`config.mk`:
```
export PLATFORM = sky130hd
export DESIGN_NAME = ctu_sqrt
export DESIGN_NICKNAME = d
export VERILOG_FILES = /design/src/design/ctu_pkg.sv /design/src/design/ctu_sqrt.sv
export SDC_FILE = /design/constraint.sdc
export NUM_CORES = 2
export LEC_CHECK = 0
export BUFFER_PORTS_ARGS = -buffer_cell sky130_fd_sc_hd__buf_2
export CAP_MARGIN = 20
export CORE_ASPECT_RATIO = 1.5
export CORE_MARGIN = 5
export CORE_UTILIZATION = 64
export DETAILED_ROUTE_END_ITERATION = 8
export PLACE_DENSITY_LB_ADDON = 0.1
export SYNTH_ARGS = -nofsm -noshare
export SYNTH_HDL_FRONTEND = slang
export SYNTH_SLANG_ARGS = --single-unit
```
`constraint.sdc`:
```
create_clock -name clk -period 4.6 [get_ports clk]
set_input_delay 0.92 -clock clk [delete_from_list [all_inputs] [get_ports clk]]
set_output_delay 0.92 -clock clk [all_outputs]
set_load 0.05 [all_outputs]
```
`src/design/ctu_pkg.sv`:
```
// Shared constants and the arctangent table for the cylinder unwrap transform.
package ctu_pkg;

  localparam int SCALE_BITS  = 20;
  localparam int ATAN_LEN    = 32;
  localparam int SQRT_STAGES = 33;
  localparam int RAD_W       = 66;
  localparam int ROOT_W      = 33;
  localparam int REM_W       = 36;
  localparam int CX_W        = 56;
  localparam int Z_W         = 34;
  localparam int IDX_W       = 8;

  localparam logic [IDX_W-1:0] REG_CENTER_X = 8'd0;
  localparam logic [IDX_W-1:0] REG_CENTER_Y = 8'd1;
  localparam logic [IDX_W-1:0] REG_OUTER    = 8'd2;

  // atan(2^-i) in Q2.30.
  localparam logic [31:0] ATAN_Q30 [ATAN_LEN] = '{
    32'h3243F6A8, 32'h1DAC6705, 32'h0FADBAFC, 32'h07F56EA6,
    32'h03FEAB76, 32'h01FFD55B, 32'h00FFFAAA, 32'h007FFF55,
    32'h003FFFEA, 32'h001FFFFD, 32'h000FFFFF, 32'h0007FFFF,
    32'h0003FFFF, 32'h0001FFFF, 32'h0000FFFF, 32'h00007FFF,
    32'h00003FFF, 32'h00001FFF, 32'h00000FFF, 32'h000007FF,
    32'h000003FF, 32'h000001FF, 32'h000000FF, 32'h0000007F,
    32'h0000003F, 32'h0000001F, 32'h0000000F, 32'h00000008,
    32'h00000004, 32'h00000002, 32'h00000001, 32'h00000000
  };

  localparam logic [Z_W-1:0] HALF_TURN_Z = {2'b00, ATAN_Q30[0]} << 1;
  localparam logic [32:0]    FULL_PI_Q30 = {1'b0, ATAN_Q30[0]} << 2;

  typedef struct packed {
    logic dy_zero;
    logic dx_neg;
    logic dy_pos;
  } ctu_flags_t;

endpackage

```
`src/design/ctu_sqrt.sv`:
```
// Pipelined restoring integer square root, one result bit per stage.
module ctu_sqrt import ctu_pkg::*; (
  input  logic              clk,
  input  logic              en,
  input  logic [RAD_W-1:0]  rad,
  output logic [ROOT_W-1:0] root
);

  logic [REM_W-1:0]  rem_s  [0:SQRT_STAGES];
  logic [ROOT_W-1:0] root_s [0:SQRT_STAGES];
  logic [RAD_W-1:0]  rad_s  [0:SQRT_STAGES];

  assign rem_s[0]  = '0;
  assign root_s[0] = '0;
  assign rad_s[0]  = rad;

  for (genvar k = 0; k < SQRT_STAGES; k++) begin : g_step
    localparam int PI = SQRT_STAGES - 1 - k;
    logic [REM_W-1:0] shifted;
    logic [REM_W-1:0] trial;
    always_comb begin
      shifted = {rem_s[k][REM_W-3:0], rad_s[k][2*PI+1 -: 2]};
      trial   = {1'b0, root_s[k], 2'b01};
    end
    always_ff @(posedge clk) begin
      if (en) begin
        rad_s[k+1] <= rad_s[k];
        if (shifted >= trial) begin
          rem_s[k+1]  <= shifted - trial;
          root_s[k+1] <= {root_s[k][ROOT_W-2:0], 1'b1};
        end else begin
          rem_s[k+1]  <= shifted;
          root_s[k+1] <= {root_s[k][ROOT_W-2:0], 1'b0};
        end
      end
    end
  end

  assign root = root_s[SQRT_STAGES];

endmodule

```
==> key figures <==
Finish
  – Layout cell share with drive strength beyond 1: 7.161%
  – Register area: 79700 um^2
  – Multi-input logic area: 40050 um^2
  – Commonest non-fill, non-tap cell in the layout: edfxtp_1
  – Core Util, Final: 70.62%
  – # fillers: 13090
  – Net count, final: 10500
  – Most frequent cells in the layout: edfxtp_1 (2654), inv_1 (764), nand2_1 (722), ha_1 (596), o21ai_0 (573)
  – Area Overhead vs Synth: 9.869%

CTS
  – Clk pin slew, worst setup/hold paths: ~0.060 ns
  – Clock Tree Root: clkbuf_16
  – Post-CTS resize count: 0
  – # H-tree levels: 4
  – Clock Tree Buf Depth: 4
  – Post CTS Setup Buffer Count: 0
  – Clock Sinks: between 2000 and 3000
  – CTS Hold Bufs: 0
  – Clk_lat worst skew: 0.89 ns
  – Cts bufs inserted: 239
  – CTS tree: yes

Worst setup path
  – WS Path Type: reg2reg
  – CP max stage delay: approximately 0.64 ns
  – Critical path startpoint: g_step[19].shifted[7]
  – Data required time of the critical path: roughly 5.2 ns
  – R2R cell count: 12
  – Setup crit end kind: flop
  – Worst setup endpoint: g_step[20].shifted[34]
  – Critical Path Start Type: flop
  – Worst R2R Setup Slack: about 0.3 ns
  – Reg2reg start: g_step[19].shifted[7]
  – Critical-path cell list: ha_1, nand3_1, nor3_1, o21ai_0, a21oi_1, a211oi_1, o21ai_0, a31oi_2, buf_4, nor3b_1, nand3_1, xnor2_1
  – CP max FO: 10
  – CP max-delay cell: o21ai_0
  – Arrival @ worst endpoint: 4.89 ns
  – Reg2reg end: g_step[20].shifted[34]

Floorplanning
  – Chip height: 547.5 um
  – # rows: 197
  – Initial Util: 64.27%
  – Io pins: about 100
  – DIE AREA: 201600 um^2
  – Die W: about 370 um
  – Core area: about 190000 um^2

Pwr
  – Leakage power: 51.89 nW
  – Switching share of power: 29.20%
  – Sequential Power Share: between 40 and 50%
  – Clock power share: 29.4%
  – Sw Pwr: 19.74 mW
  – Max VDD drop: approximately 0.46 mV
  – Cell Int Power: 47.88 mW
  – Logic pwr share: around 22%
  – Pwr dens: 499.3 nW/um^2

STA
  – Final Hold Viols: 0
  – RSZ-0062 raised after global routing: false
  – Final setup fails: 0
  – Clock period minus worst slack: 4.293 ns
  – Setup TNS: 0 ns
  – FMAX: ~230 MHz
  – Final slew viol count: 0
  – Crit share post-route: 93.33%
  – Final worst slack: about 0.3 ns
  – Slew Limit Headroom: 32.52%
  – Worst-margin pin slew: 1.002 ns
  – Setup Skew: 0.06612 ns

Global routing
  – Vias in the first global route: 75900
  – First-pass GRT wire length: 417300 um
  – Routing usage on met2: 50.88%
  – GR peak layer: met2
  – Total GRT Usage: 26.49%
  – Initial antenna violation count: 2
  – Maximum number of pins on one net before global-route repair: 133
  – Met1 Use GR: 27.11%
  – Met3 GRT Util: 2.933%
  – Grt ovf: 0

Place
  – Setup WS pre-CTS: 0.3605 ns
  – Post-DP HPWL: roughly 200000 um
  – Placer Congestion: 0.9390
  – Port Buffers: 100

Worst hold path
  – Hold Path Class: in2reg

Synth
  – Ys async rst share: 0%
  – Yosys synthesis warning count: 0
  – Post-Synthesis Cells: around 9600
  – Post-synthesis mux area share: 0.5471%
  – Sequential share of the synthesized area: 64.66%
  – Predominant post-synthesis flop cell: edfxtp_1
  – Post-Synth Simple-Gate Area: 9.805%
  – Mapped cell area: 123300 um^2
  – Synth Area in Compound Gates: around 9.8%
  – Synthesized Nets: just over 10000
  – Mean Syn Cell Area: 12.91 um^2
  – Largest family of logic cells by synthesized area: compound AO/OA/AOI/OAI gates
  – Cell variety after synth: 93
  – Post-Synth Adder-Cell Area: 6.050%
  – Post-synth EDFFs: approximately 2700
  – #FFs+latches synth: 2654
  – Xor/xnor share of the synthesized area: slightly above 6%

Job
  – Max-cap viol count: 0

Drt
  – Vias/cell: 5.962
  – DR vias: 74610
  – Post-Route WL: 270600 um
  – DRT iter0 DRCs: 5088
  – DRT Pass-1 Iters: 6
  – Routed len/inst: 21.62 um
  – Post-route DRC: 0
  – Final ANT Viol Nets: 0

Outcome
  – Status: finished, final reports clean
## sequential cells by signal, summed over array words and instances (netlist names)
signal / flops
g_step.trial: 528
root: 33
g_step.shifted: 1101
rad_s: 992
## power by group through the flow
stage                     sequential [mW]  combinational [mW]  clock [mW]
final                                33.0                14.8        19.9
after detailed placement             33.5                14.6           0
after floorplan                      32.3                10.6           0
after CTS                            33.0                14.7        20.3
after global placement               33.4                14.4           0
after global routing                 33.2                16.3        21.4
## per-layer routing
| layer | wire (um) | share of wire (%) |
|---|---|---|
| met4 | 20350 | 7.5 |
| met1 | 93010 | 34 |
| met5 | 10 | 0.0037 |
| met3 | 9557 | 3.5 |
| met2 | 147700 | 55 |
## final cells by class
cell class                      count  area share [%]
Sequential cell                  2654           58.85
Multi-Input combinational cell   5951           29.57
Clock buffer                      275           4.516
Tap cell                         2487           2.298
Inverter                          766           2.123
Timing Repair Buffer              228           1.414
Clock inverter                    153           1.223
Antenna cell                        1        0.001848
## worst min-delay path by stage
stage / endpoint / slack (ns) / startpoint / cells after the start
global placement: rad_s[660] / 0.40 / rad_s[726] / 0
detailed placement: g_step[17].shifted[1] / 0.40 / rad_s[1153] / 0
CTS: rad_s[2119] / 0.13 / rad[7] / 1
finish: rad_s[2113] / 0.21 / rad[1] / 1
floorplan: g_step[10].shifted[0] / 0.40 / rad_s[1628] / 0
global route: rad_s[2113] / 0.16 / rad[1] / 1
## per-stage QoR
| stage | power (mW) | hold slack, ns | cells | cell area [um^2] |
|---|---|---|---|---|
| final | 67.62 | 0.2090 | 12520 | 135400 |
| after global routing | 70.86 | 0.1589 | 12520 | 135400 |
| after CTS | 68.03 | 0.1331 | 12510 | 135400 |
| after detailed placement | 48.08 | 0.4045 | 12090 | 127600 |
| after global placement | 47.78 | 0.4003 | 12090 | 127600 |
| after floorplan | 42.92 | 0.4003 | 9550 | 123300 |
## critical path, delay by kind of cell, from the launching register on
| kind | cells | cell delay [ns] |
|---|---|---|
| xor gates and xnor gates | 1 | 0.16 |
| and+or+nand+nor | 4 | 1.48 |
| AOI/OAI and AO/OA | 5 | 1.33 |
| buffers and inverters | 1 | 0.21 |
| adders and majority gates | 1 | 0.44 |
| DFF | 1 | 0.41 |
## Yosys cell counts, drive strengths merged, types with 51 or more instances
cell / number / share of area, %
a21o: 279 / 1.7
a21oi: 551 / 2.2
a31oi: 52 / 0.26
clkbuf: 149 / 0.45
edfxtp: 2654 / 65
ha: 596 / 6.1
inv: 766 / 2.3
mux2: 51 / 0.47
nand2: 724 / 2.2
nand2b: 108 / 0.55
nand3: 156 / 0.63
nand4: 103 / 0.52
nor2: 537 / 1.6
nor2b: 100 / 0.51
nor3: 231 / 0.94
nor4: 132 / 0.69
o21a: 101 / 0.62
o21ai: 581 / 2.4
o21bai: 53 / 0.32
o31ai: 60 / 0.37
or3: 93 / 0.48
or4: 56 / 0.35
xnor2: 435 / 3.1
xor2: 438 / 3.1
## logic make-up (layout without fill, tap and decap cells)
group | count (synthesis) | in the layout
flops | 2654 | 2654
simple gates | 2460 | 2460
compound gates | 1960 | 1960
buf+inv | 945 | 1422
xor+xnor | 873 | 873
fa+ha+maj | 596 | 596
mux | 61 | 61
other cells | 1 | 2
Power figures use the tool's default switching activity.
